==> src/rtl/core/bltsa_pkg.sv <==
// shared types, widths and constants for the block-linear texture swizzle address core
// used by bltsa_regs, bltsa_flow, bltsa_datapath and the top level
// no dependencies
`default_nettype none

package bltsa_pkg;

  // largest surface dimension in blocks, larger register values saturate here
  localparam int unsigned MAX_DIM = 16384;

  // field widths
  localparam int DIM_W   = 15;  // width / height registers
  localparam int BPB_W   = 5;   // bytes per block
  localparam int LG_W    = 3;   // gob height log2
  localparam int COORD_W = 14;  // block_x / block_y
  localparam int BASE_W  = 32;  // write base
  localparam int RD_W    = 32;  // read address
  localparam int WR_W    = 33;  // write address

  // internal datapath widths
  localparam int XB_W   = COORD_W + BPB_W;       // x * bytes
  localparam int WB_W   = DIM_W + BPB_W;         // w * bytes, also pitch
  localparam int YW_W   = COORD_W + DIM_W;       // y * w
  localparam int LIN_W  = YW_W + 1;              // y * w + x
  localparam int LINB_W = LIN_W + BPB_W;         // linear byte address
  localparam int GW_W   = WB_W - 6;              // gobs across one row
  localparam int HR_W   = DIM_W + 1;             // height rounded to block rows
  localparam int YG_W   = COORD_W - 3;           // y in units of gob rows
  localparam int T1M_W  = YG_W + GW_W;           // block row * gobs wide
  localparam int T1S_W  = T1M_W + 14;            // same, shifted by block bytes
  localparam int PLT_W  = COORD_W + WB_W;        // y * pitch
  localparam int ADDR_W = WB_W + HR_W;           // tiled address and surface size

  // pipeline depth
  localparam int NSTAGE = 5;

  // configuration port
  localparam int CFG_ADDR_W = 5;
  localparam int CFG_DATA_W = 32;

  // register indexes
  localparam logic [2:0] REG_WIDTH      = 3'd0;
  localparam logic [2:0] REG_HEIGHT     = 3'd1;
  localparam logic [2:0] REG_BPB        = 3'd2;
  localparam logic [2:0] REG_PITCH_LIN  = 3'd3;
  localparam logic [2:0] REG_ROUND32    = 3'd4;
  localparam logic [2:0] REG_GOB_LG     = 3'd5;
  localparam logic [2:0] REG_TO_TILED   = 3'd6;
  localparam logic [2:0] REG_WRITE_BASE = 3'd7;

  // reset values
  localparam logic [DIM_W-1:0]  RST_WIDTH  = 15'd1;
  localparam logic [DIM_W-1:0]  RST_HEIGHT = 15'd1;
  localparam logic [BPB_W-1:0]  RST_BPB    = 5'd4;
  localparam logic [LG_W-1:0]   RST_GOB_LG = 3'd4;

  // gob geometry
  localparam logic [LG_W-1:0] LG_MAX     = 3'd5;
  localparam int              GOB_LOG2   = 9;   // 512 bytes per gob
  localparam int              GOBW_LOG2  = 6;   // 64 bytes per gob row
  localparam int              GOBH_LOG2  = 3;   // 8 rows per gob

  typedef struct packed {
    logic [DIM_W-1:0]  width_in_blocks;
    logic [DIM_W-1:0]  height_in_blocks;
    logic [BPB_W-1:0]  bytes_per_block;
    logic              pitch_linear_mode;
    logic              round_pitch_32;
    logic [LG_W-1:0]   gob_height_log2;
    logic              to_tiled;
    logic [BASE_W-1:0] write_base;
  } cfg_t;

  function automatic logic [DIM_W-1:0] clamp_dim(input logic [DIM_W-1:0] v);
    if (32'(v) > MAX_DIM) begin
      return DIM_W'(MAX_DIM);
    end
    return v;
  endfunction

  function automatic logic [LG_W-1:0] sat_lg(input logic [LG_W-1:0] v);
    return (v > LG_MAX) ? LG_MAX : v;
  endfunction

endpackage

`default_nettype wire

==> src/rtl/core/bltsa_regs.sv <==
// configuration register file behind an apb-style port
// depends on bltsa_pkg
`default_nettype none

module bltsa_regs (
  input  logic                                clk,
  input  logic                                rst_n,
  input  logic                                psel,
  input  logic                                penable,
  input  logic                                pwrite,
  input  logic [bltsa_pkg::CFG_ADDR_W-1:0]    paddr,
  input  logic [bltsa_pkg::CFG_DATA_W-1:0]    pwdata,
  output logic [bltsa_pkg::CFG_DATA_W-1:0]    prdata,
  output logic                                pready,
  output bltsa_pkg::cfg_t                     cfg
);
  import bltsa_pkg::*;

  cfg_t       cfg_r;
  cfg_t       cfg_nxt;
  logic [2:0] idx;
  logic       wr_en;

  assign idx    = paddr[4:2];
  assign wr_en  = psel && penable && pwrite;
  assign pready = 1'b1;
  assign cfg    = cfg_r;

  always_comb begin
    cfg_nxt = cfg_r;
    if (wr_en) begin
      unique case (idx)
        REG_WIDTH:      cfg_nxt.width_in_blocks   = pwdata[DIM_W-1:0];
        REG_HEIGHT:     cfg_nxt.height_in_blocks  = pwdata[DIM_W-1:0];
        REG_BPB:        cfg_nxt.bytes_per_block   = pwdata[BPB_W-1:0];
        REG_PITCH_LIN:  cfg_nxt.pitch_linear_mode = pwdata[0];
        REG_ROUND32:    cfg_nxt.round_pitch_32    = pwdata[0];
        REG_GOB_LG:     cfg_nxt.gob_height_log2   = pwdata[LG_W-1:0];
        REG_TO_TILED:   cfg_nxt.to_tiled          = pwdata[0];
        REG_WRITE_BASE: cfg_nxt.write_base        = pwdata[BASE_W-1:0];
      endcase
    end
  end

  always_ff @(posedge clk) begin
    if (!rst_n) begin
      cfg_r.width_in_blocks   <= RST_WIDTH;
      cfg_r.height_in_blocks  <= RST_HEIGHT;
      cfg_r.bytes_per_block   <= RST_BPB;
      cfg_r.pitch_linear_mode <= 1'b0;
      cfg_r.round_pitch_32    <= 1'b0;
      cfg_r.gob_height_log2   <= RST_GOB_LG;
      cfg_r.to_tiled          <= 1'b1;
      cfg_r.write_base        <= '0;
    end else begin
      cfg_r <= cfg_nxt;
    end
  end

  always_comb begin
    prdata = '0;
    unique case (idx)
      REG_WIDTH:      prdata = CFG_DATA_W'(cfg_r.width_in_blocks);
      REG_HEIGHT:     prdata = CFG_DATA_W'(cfg_r.height_in_blocks);
      REG_BPB:        prdata = CFG_DATA_W'(cfg_r.bytes_per_block);
      REG_PITCH_LIN:  prdata = CFG_DATA_W'(cfg_r.pitch_linear_mode);
      REG_ROUND32:    prdata = CFG_DATA_W'(cfg_r.round_pitch_32);
      REG_GOB_LG:     prdata = CFG_DATA_W'(cfg_r.gob_height_log2);
      REG_TO_TILED:   prdata = CFG_DATA_W'(cfg_r.to_tiled);
      REG_WRITE_BASE: prdata = CFG_DATA_W'(cfg_r.write_base);
    endcase
  end

endmodule

`default_nettype wire

==> src/rtl/core/bltsa_flow.sv <==
// valid bits and per-stage load enables for the address pipeline
// depends on bltsa_pkg
`default_nettype none

module bltsa_flow (
  input  logic                           clk,
  input  logic                           rst_n,
  input  logic                           in_valid,
  input  logic                           out_stall,
  output logic                           in_stall,
  output logic                           out_valid,
  output logic [bltsa_pkg::NSTAGE-1:0]   ld
);
  import bltsa_pkg::*;

  logic [NSTAGE-1:0] v_r;
  logic [NSTAGE-1:0] v_nxt;
  logic [NSTAGE-1:0] adv;

  // a stage may load when it is empty or its content moves on
  always_comb begin
    adv[NSTAGE-1] = !v_r[NSTAGE-1] || !out_stall;
    for (int k = NSTAGE - 2; k >= 0; k--) begin
      adv[k] = !v_r[k] || adv[k+1];
    end
  end

  always_comb begin
    v_nxt = v_r;
    if (adv[0]) begin
      v_nxt[0] = in_valid;
    end
    for (int k = 1; k < NSTAGE; k++) begin
      if (adv[k]) begin
        v_nxt[k] = v_r[k-1];
      end
    end
  end

  always_ff @(posedge clk) begin
    if (!rst_n) begin
      v_r <= '0;
    end else begin
      v_r <= v_nxt;
    end
  end

  assign ld        = adv;
  assign in_stall  = !adv[0];
  assign out_valid = v_r[NSTAGE-1];

`ifndef ASSERT_OFF
  // input held off only when every stage holds an item
  a_stall_full: assert property (@(posedge clk) disable iff (!rst_n)
    in_stall |-> (&v_r))
    else $error("input stalled with an empty stage");

  // no transfer on either side keeps the item count
  a_count_hold: assert property (@(posedge clk) disable iff (!rst_n)
    (!(in_valid && !in_stall) && !(out_valid && !out_stall))
    |=> ($countones(v_r) == $past($countones(v_r))))
    else $error("item count changed without a transfer");

  // input transfer alone adds exactly one item
  a_count_up: assert property (@(posedge clk) disable iff (!rst_n)
    ((in_valid && !in_stall) && !(out_valid && !out_stall))
    |=> ($countones(v_r) == $past($countones(v_r)) + 1))
    else $error("input transfer lost or duplicated");

  // output transfer alone removes exactly one item
  a_count_down: assert property (@(posedge clk) disable iff (!rst_n)
    (!(in_valid && !in_stall) && (out_valid && !out_stall))
    |=> ($countones(v_r) + 1 == $past($countones(v_r))))
    else $error("output transfer lost or duplicated");
`endif

endmodule

`default_nettype wire

==> src/rtl/core/bltsa_datapath.sv <==
// five register stages computing linear and tiled byte addresses and the bounds flag
// depends on bltsa_pkg
`default_nettype none

module bltsa_datapath (
  input  logic                                clk,
  input  logic [bltsa_pkg::NSTAGE-1:0]        ld,
  input  bltsa_pkg::cfg_t                     cfg,
  input  logic [bltsa_pkg::COORD_W-1:0]       block_x,
  input  logic [bltsa_pkg::COORD_W-1:0]       block_y,
  output logic [bltsa_pkg::RD_W-1:0]          read_address,
  output logic [bltsa_pkg::WR_W-1:0]          write_address,
  output logic                                in_bounds
);
  import bltsa_pkg::*;

  localparam logic [WB_W-1:0] M31 = WB_W'(31);
  localparam logic [WB_W-1:0] M63 = WB_W'(63);

  logic [LG_W-1:0]  lg;
  logic [3:0]       blk_sh;
  logic [BPB_W-1:0] bpb;

  assign lg     = sat_lg(cfg.gob_height_log2);
  assign blk_sh = 4'(GOB_LOG2) + {1'b0, lg};
  assign bpb    = cfg.bytes_per_block;

  // stage 1: first products
  logic [DIM_W-1:0]   w_c;
  logic [XB_W-1:0]    xb_0;
  logic [WB_W-1:0]    wb_0;
  logic [YW_W-1:0]    yw_0;
  logic [COORD_W-1:0] s1_x_r;
  logic [COORD_W-1:0] s1_y_r;
  logic [XB_W-1:0]    s1_xb_r;
  logic [WB_W-1:0]    s1_wb_r;
  logic [YW_W-1:0]    s1_yw_r;

  assign w_c  = clamp_dim(cfg.width_in_blocks);
  assign xb_0 = XB_W'(block_x) * XB_W'(bpb);
  assign wb_0 = WB_W'(w_c) * WB_W'(bpb);
  assign yw_0 = YW_W'(block_y) * YW_W'(w_c);

  always_ff @(posedge clk) begin
    if (ld[0]) begin
      s1_x_r  <= block_x;
      s1_y_r  <= block_y;
      s1_xb_r <= xb_0;
      s1_wb_r <= wb_0;
      s1_yw_r <= yw_0;
    end
  end

  // stage 2: pitch, gob count, rounded height, linear index
  logic [DIM_W-1:0]   h_c;
  logic [WB_W-1:0]    wb32;
  logic [WB_W-1:0]    wb64;
  logic [WB_W-1:0]    pitch_1;
  logic [HR_W-1:0]    rows_m1;
  logic [HR_W-1:0]    h_round;
  logic [HR_W-1:0]    hsel_1;
  logic [COORD_W-1:0] ysh_1;
  logic [COORD_W-1:0] s2_y_r;
  logic [XB_W-1:0]    s2_xb_r;
  logic [WB_W-1:0]    s2_pitch_r;
  logic [GW_W-1:0]    s2_gw_r;
  logic [HR_W-1:0]    s2_h_r;
  logic [LIN_W-1:0]   s2_lin_r;
  logic [YG_W-1:0]    s2_yg_r;

  assign h_c     = clamp_dim(cfg.height_in_blocks);
  assign wb32    = (s1_wb_r + M31) & ~M31;
  assign wb64    = s1_wb_r + M63;
  assign pitch_1 = cfg.pitch_linear_mode ? (cfg.round_pitch_32 ? wb32 : s1_wb_r)
                                         : (wb64 & ~M63);
  assign rows_m1 = HR_W'((9'd8 << lg) - 9'd1);
  assign h_round = (HR_W'(h_c) + rows_m1) & ~rows_m1;
  assign hsel_1  = cfg.pitch_linear_mode ? HR_W'(h_c) : h_round;
  assign ysh_1   = s1_y_r >> (4'(GOBH_LOG2) + {1'b0, lg});

  always_ff @(posedge clk) begin
    if (ld[1]) begin
      s2_y_r     <= s1_y_r;
      s2_xb_r    <= s1_xb_r;
      s2_pitch_r <= pitch_1;
      s2_gw_r    <= wb64[WB_W-1:GOBW_LOG2];
      s2_h_r     <= hsel_1;
      s2_lin_r   <= LIN_W'(s1_yw_r) + LIN_W'(s1_x_r);
      s2_yg_r    <= ysh_1[YG_W-1:0];
    end
  end

  // stage 3: second products
  logic [COORD_W-1:0] s3_y_r;
  logic [XB_W-1:0]    s3_xb_r;
  logic [PLT_W-1:0]   s3_tpl_r;
  logic [T1M_W-1:0]   s3_t1m_r;
  logic [LINB_W-1:0]  s3_lin_r;
  logic [ADDR_W-1:0]  s3_surf_r;

  always_ff @(posedge clk) begin
    if (ld[2]) begin
      s3_y_r    <= s2_y_r;
      s3_xb_r   <= s2_xb_r;
      s3_tpl_r  <= PLT_W'(s2_y_r) * PLT_W'(s2_pitch_r);
      s3_t1m_r  <= T1M_W'(s2_yg_r) * T1M_W'(s2_gw_r);
      s3_lin_r  <= LINB_W'(s2_lin_r) * LINB_W'(bpb);
      s3_surf_r <= ADDR_W'(s2_pitch_r) * ADDR_W'(s2_h_r);
    end
  end

  // stage 4: tiled address
  logic [T1S_W-1:0]  t1_w;
  logic [ADDR_W-1:0] t1;
  logic [ADDR_W-1:0] t2;
  logic [YG_W-1:0]   bmask;
  logic [ADDR_W-1:0] t3;
  logic [8:0]        low_bits;
  logic [ADDR_W-1:0] tiled_bl;
  logic [ADDR_W-1:0] tiled_pl;
  logic [ADDR_W-1:0] s4_tiled_r;
  logic [LINB_W-1:0] s4_lin_r;
  logic [ADDR_W-1:0] s4_surf_r;

  assign t1_w  = T1S_W'(s3_t1m_r) << blk_sh;
  assign t1    = t1_w[ADDR_W-1:0];
  assign t2    = ADDR_W'(s3_xb_r >> GOBW_LOG2) << blk_sh;
  assign bmask = (YG_W'(1) << lg) - YG_W'(1);
  assign t3    = ADDR_W'(YG_W'(s3_y_r >> GOBH_LOG2) & bmask) << GOB_LOG2;
  // byte position inside one gob
  assign low_bits = {s3_xb_r[5], s3_y_r[2:1], s3_xb_r[4], s3_y_r[0], s3_xb_r[3:0]};
  // gob-in-block, gob column and in-gob terms occupy separate bits
  assign tiled_bl = t1 + (t2 | t3 | ADDR_W'(low_bits));
  assign tiled_pl = ADDR_W'(s3_tpl_r) + ADDR_W'(s3_xb_r);

  always_ff @(posedge clk) begin
    if (ld[3]) begin
      s4_tiled_r <= cfg.pitch_linear_mode ? tiled_pl : tiled_bl;
      s4_lin_r   <= s3_lin_r;
      s4_surf_r  <= s3_surf_r;
    end
  end

  // stage 5: direction select, base offset and bounds check
  logic [ADDR_W-1:0] lin_4;
  logic [ADDR_W-1:0] rd_sel;
  logic [ADDR_W-1:0] wr_sel;
  logic [ADDR_W:0]   end_byte;

  assign lin_4    = ADDR_W'(s4_lin_r);
  assign rd_sel   = cfg.to_tiled ? lin_4 : s4_tiled_r;
  assign wr_sel   = cfg.to_tiled ? s4_tiled_r : lin_4;
  assign end_byte = {1'b0, s4_tiled_r} + (ADDR_W + 1)'(bpb);

  always_ff @(posedge clk) begin
    if (ld[4]) begin
      read_address  <= rd_sel[RD_W-1:0];
      write_address <= wr_sel[WR_W-1:0] + WR_W'(cfg.write_base);
      in_bounds     <= end_byte <= {1'b0, s4_surf_r};
    end
  end

endmodule

`default_nettype wire

==> src/rtl/core/block_linear_texture_swizzle_addr_core.sv <==
// top level of the block-linear / pitch-linear texture swizzle address core
// depends on bltsa_pkg, bltsa_regs, bltsa_flow and bltsa_datapath
`default_nettype none

// Takes one texel-block coordinate per transfer and returns the source and destination
// byte addresses for a swizzle (to_tiled = 1, linear to tiled) or deswizzle copy, plus a
// flag saying whether the tiled bytes of that block lie inside the tiled surface. A new
// coordinate is taken every clock while in_stall is low: the datapath is a five-stage
// register pipeline with no feedback path, so throughput is one transfer per cycle
// while the output is not stalled, and every stage registers each coordinate. The
// multipliers sit in stages one and three, the gob address assembly in stage four, and
// the base add and bounds compare in the output stage. Each stage carries a valid bit;
// when the output is stalled, empty stages still fill, and the input is stalled only
// once all five hold an item. Registers sit behind an apb-style port at byte address
// 4*index, pready is always high, and every stage reads them live, so they must only
// be written while the pipeline is empty. Width and height above 16384 blocks
// saturate, and a gob height log2 above 5 acts as 5. There is no reset sweep; the core
// accepts input from the first cycle after reset.
module block_linear_texture_swizzle_addr_core (
  input  logic                                clk,
  input  logic                                rst_n,
  // coordinate channel
  input  logic                                in_valid,
  output logic                                in_stall,
  input  logic [bltsa_pkg::COORD_W-1:0]       in_block_x,
  input  logic [bltsa_pkg::COORD_W-1:0]       in_block_y,
  // address channel
  output logic                                out_valid,
  input  logic                                out_stall,
  output logic [bltsa_pkg::RD_W-1:0]          out_read_address,
  output logic [bltsa_pkg::WR_W-1:0]          out_write_address,
  output logic                                out_in_bounds,
  // register port
  input  logic                                cfg_psel,
  input  logic                                cfg_penable,
  input  logic                                cfg_pwrite,
  input  logic [bltsa_pkg::CFG_ADDR_W-1:0]    cfg_paddr,
  input  logic [bltsa_pkg::CFG_DATA_W-1:0]    cfg_pwdata,
  output logic [bltsa_pkg::CFG_DATA_W-1:0]    cfg_prdata,
  output logic                                cfg_pready
);
  import bltsa_pkg::*;

  cfg_t              cfg;
  logic [NSTAGE-1:0] ld;

  // register file
  bltsa_regs u_regs (
    .clk     (clk),
    .rst_n   (rst_n),
    .psel    (cfg_psel),
    .penable (cfg_penable),
    .pwrite  (cfg_pwrite),
    .paddr   (cfg_paddr),
    .pwdata  (cfg_pwdata),
    .prdata  (cfg_prdata),
    .pready  (cfg_pready),
    .cfg     (cfg)
  );

  // valid bits and stage enables, bubbles collapse under output stall
  bltsa_flow u_flow (
    .clk       (clk),
    .rst_n     (rst_n),
    .in_valid  (in_valid),
    .out_stall (out_stall),
    .in_stall  (in_stall),
    .out_valid (out_valid),
    .ld        (ld)
  );

  // address arithmetic, the last stage is the output register
  bltsa_datapath u_dp (
    .clk           (clk),
    .ld            (ld),
    .cfg           (cfg),
    .block_x       (in_block_x),
    .block_y       (in_block_y),
    .read_address  (out_read_address),
    .write_address (out_write_address),
    .in_bounds     (out_in_bounds)
  );

endmodule

`default_nettype wire
==> config.mk <==
export PLATFORM = sky130hd
export DESIGN_NAME = block_linear_texture_swizzle_addr_core
export DESIGN_NICKNAME = d
export VERILOG_FILES = /design/src/rtl/core/bltsa_pkg.sv /design/src/rtl/core/bltsa_regs.sv /design/src/rtl/core/bltsa_flow.sv /design/src/rtl/core/bltsa_datapath.sv /design/src/rtl/core/block_linear_texture_swizzle_addr_core.sv
export SDC_FILE = /design/constraint.sdc
export NUM_CORES = 2
export LEC_CHECK = 0
export BUFFER_PORTS_ARGS = -buffer_cell sky130_fd_sc_hd__buf_2
export CAP_MARGIN = 15
export CORE_MARGIN = 1
export CORE_UTILIZATION = 32
export CTS_BUF_LIST = sky130_fd_sc_hd__clkbuf_8 sky130_fd_sc_hd__clkbuf_16
export CTS_CLUSTER_DIAMETER = 200
export DETAILED_ROUTE_END_ITERATION = 16
export GPL_TIMING_DRIVEN = 0
export PLACE_DENSITY_LB_ADDON = 0.1
export SLEW_MARGIN = 40
export SYNTH_ARGS = -nofsm -noshare
export SYNTH_HDL_FRONTEND = slang
export SYNTH_SLANG_ARGS = --single-unit
==> constraint.sdc <==
create_clock -name clk -period 17.3 [get_ports clk]
set_input_delay 0.865 -clock clk [delete_from_list [all_inputs] [get_ports clk]]
set_output_delay 0.865 -clock clk [all_outputs]
set_load 0.02 [all_outputs]
==> results by stage <==
Routing:
- Once detail routing completed, the nets flagged for antenna violations numbered 0.
- The routed layout has 51,900 vias.
- The wire length on met1 is 116,000 um.
- The met3 routed wirelength is 12,100 um.
- The highest signal layer in the routed design is met5.
- The number of optimization iterations in the first detailed-route pass is 6.
- In the final routed layout, each cell accounts on average for 23.7 um.
- For this run, design rule violations remaining after detail routing come to 0.
- The via count normalized by instance count is 5.00.
- Detailed routing placed a total of 110,000 um of wire on met2.
- For this block, the initial DRC count from the detailed router was 3,947.
- The final layout contains routed wiring with a total length of 246,000 um.

GRT:
- The number of antenna violations at the first check in global routing is 29.
- The first global-routing pass estimated 362,000 um of wire.
- The largest net degree at the start of global routing is 73.
- The aggregate global-route resource usage is 22.2%.
- The via count of the first global-routing pass is 53,500.
- After global routing the overflow that remains totals 0.

Timing:
- After routing, the total negative slack on setup checks comes to 0 ns.
- Measured against its own limit, the worst slew margin works out to 31.7%.
- Static timing analysis puts the maximum clock frequency at 108 MHz.
- Setup repair after global routing left no endpoint under its margin.
- The number of max-slew violations in the final report is 0.
- The clock arrives with 0.0627 ns of skew.
- The count of final hold-check violations is 0.
- The worst path needs 9.22 ns of the cycle, external delays included.
- After layout, the worst path uses 53.3% of the clock period.
- The worst-case setup margin in the final layout is 8.08 ns.
- The slew at the pin closest to its max-slew limit is 1.01 ns.
- Setup violations remaining at the end of the flow were counted as 0.

Clocking:
- In this run the deepest clock path goes through 3 buffers.
- The number of sinks on the clock net is 627.
- The number of setup buffers added after CTS is 0.
- The number of CTS-inserted buffers is 80.
- The TritonCTS clock tree is yes.
- The worst-skew pair later-pin latency is 0.72 ns.
- The number of gates resized after CTS was 0.
- The number of buffers inserted for hold repair after clock tree synthesis is 0.
- The CTS root buffer is clkbuf_16.
- Clock-pin slew was measured on the worst setup and hold paths at 0.06 ns.
- The H-tree generated during clock tree synthesis spans 3 levels.

Critical path:
- Along the worst path, the maximum fanout reaches 10.
- The data required time of the worst path is 17.73 ns.
- Data on the critical path arrives at its endpoint at 9.65 ns.
- STA classifies the critical path endpoint as a flip-flop.
- The worst setup path is of the reg2reg kind.
- The critical register-to-register path startpoint is u_regs.cfg[67].
- STA classifies the critical path startpoint as a flip-flop.
- The critical path starts at u_regs.cfg[67].

Die:
- The height of the chip is 470 um.
- The floorplan step defined a die boundary enclosing 221,000 um2.
- The area of the core is 217,000 um2.
- The number of I/O pins is 173.
- The total number of placement rows is 171.
- Measured along the x axis, the die boundary spans 470 um.
- The initial utilization of the core area, before any placement, comes to 32.2%.

Power:
- The power per standard cell area is 58.8 nW/um2.
- The maximum VDD drop is 68.7 uV.
- Summed over all cells, the static leakage comes to 36.5 nW.

Logic synthesis:
- The synthesized flop and latch total is 627.
- In the synthesized netlist the dominant register cell turns out to be edfxtp_1.
- Of all flip-flops after synthesis, the portion carrying an async set or reset was 0%.
- Yosys printed 0 warnings.
- The share of synthesized area occupied by flip-flops and latches is 25.7%.
- The cell area after synthesis is 70,100 um2.
- Counting flops with a built-in enable in the synthesized netlist gives 549.
- In the post-synthesis netlist, the biggest area contributors are fa_1, edfxtp_1, ha_1, nand2_1, inv_1.
- The average cell area after synthesis is 9.76 um2.
- The number of different library cells in the post-synthesis netlist is 85.
- The top cell type by area accounts for 25.3% of the synthesized area.
- Counting every instance in the synthesized netlist gives 7,185.
- The synthesized design spends more area on one cell type than any other, namely fa_1.

Placement:
- The congestion estimate from routability-driven global placement came to 0.927.
- The minimum setup slack after placement is 8.14 ns.
- The detailed placer's ending HPWL is 205,000 um.
- Summing all placed instances gives a cell area of 75,000 um2.
- During placement, the flow inserted port buffers numbering 165.

Finish:
- Once layout is done, the placed cells without fillers occupy 77,800 um2.
- The final core utilization is 35.8%.
- The commonest non-fill, non-tap cell in the layout is nand2_1.
- The ratio of cells with drive above 1 in the final layout is 6.42%.
- The area growth from synthesis to layout is 11.0%.
- The final net count is 9,016.
- In the layout the commonest cells are nand2_1, inv_1, fa_1.

Status:
- The flow ran to the end, and the final reports show no timing, DRC or antenna violations.

Min path:
- In this run the worst hold path is classified as in2reg.
- The worst hold path begins at cfg_pwdata[28].

Job:
- The tool flagged a number of max-cap violations equal to 0.
## worst paths after layout
kind                             to  slack (ns)  cells past startpoint
hold reg to reg   u_dp.s4_lin_r[31]        0.41                      0
setup / recovery   u_dp.s1_yw_r[27]        8.08                     25
setup reg to reg   u_dp.s1_yw_r[27]        8.08                     25
hold / removal       u_regs.cfg[28]        0.40                      3
## through the flow
stage / power, mW / cells / hold slack, ns
final: 4.58 / 10400 / 0.395
after detailed placement: 2.85 / 10200 / 0.405
after floorplan: 2.42 / 7196 / 0.400
after global placement: 2.84 / 10200 / 0.401
after CTS: 4.62 / 10400 / 0.333
after global routing: 4.76 / 10400 / 0.378
## critical path, stage by stage, from the launching register on
cell and delay, ns:
dfxtp_1 0.44, nor4_1 0.47, a41oi_1 0.20, nor2b_1 0.59
clkbuf_1 0.64, clkbuf_1 0.63, nand2_1 0.19, fa_1 0.53
fa_1 0.51, inv_1 0.04, ha_1 0.31, fa_1 0.53
fa_1 0.60, inv_1 0.08, fa_1 0.56, inv_1 0.05
ha_1 0.27, clkbuf_1 0.26, and3_1 0.26, a21boi_0 0.18
a41oi_1 0.09, o211ai_1 0.47, a311oi_1 0.24, o31ai_1 0.26
a21oi_1 0.12, xnor2_1 0.44
## registers in the layout, summed over array words and instances, names as in the netlist, 29 cells and up
name,flops
u_regs.cfg,73
u_dp.s3_surf_r,36
u_dp.s4_surf_r,36
u_dp.s4_tiled_r,36
u_dp.s3_tpl_r,34
u_dp.s3_lin_r,33
u_dp.s4_lin_r,33
u_dp.write_address,33
u_dp.read_address,32
u_dp.s2_lin_r,30
u_dp.s1_yw_r,29
## Yosys cell counts (all sizes together), types with 45 or more instances
library cell     n
fa             886
mux2i           89
nor3            51
a21boi          72
dfxtp           78
a21o           101
and3            58
nand2         1132
ha             603
and2           564
nand3          100
nor2           223
clkbuf         301
mux2            70
xor2           106
nor2b           66
a21oi          255
o21ai          149
inv           1006
xnor2          229
o21a            45
edfxtp         549
## routing by layer
metal,vias up,GRT usage (%)
li1,23900,-
met1,26400,31.8
met2,1410,35.1
met3,242,2.52
met4,2,6.72
met5,-,0
## cells by family (layout without fill, tap and decap cells)
family                     count (synthesis)  count (layout)  share of synthesized area (%)
DFF                                      627             627                           25.7
AOI/OAI and AO/OA                        884             884                           8.21
buffers and inverters                   1331            1656                           7.16
xor gates and xnor gates                 335             335                           4.19
adders and majority gates               1489            1489                           36.1
other                                      2              19                         0.0107
muxes                                    166             166                           2.62
and+or+nand+nor                         2351            2351                           16.0
## where the power goes
group	internal (mW)	switching [mW]
clock	1.03	0.723
combinational	0.311	0.595
sequential	1.79	0.126
## area by class of cell
class	instances	area [um2]
antenna	6	15.0
buffer	323	1300
clock buffer	81	2020
clock inverter	67	739
fill	22200	140000
inverter	1008	3800
multi-input combinational	5238	47300
sequential	627	18000
tap	2854	3570
timing repair buffer	177	1060
Power figures use the tool's default switching activity.
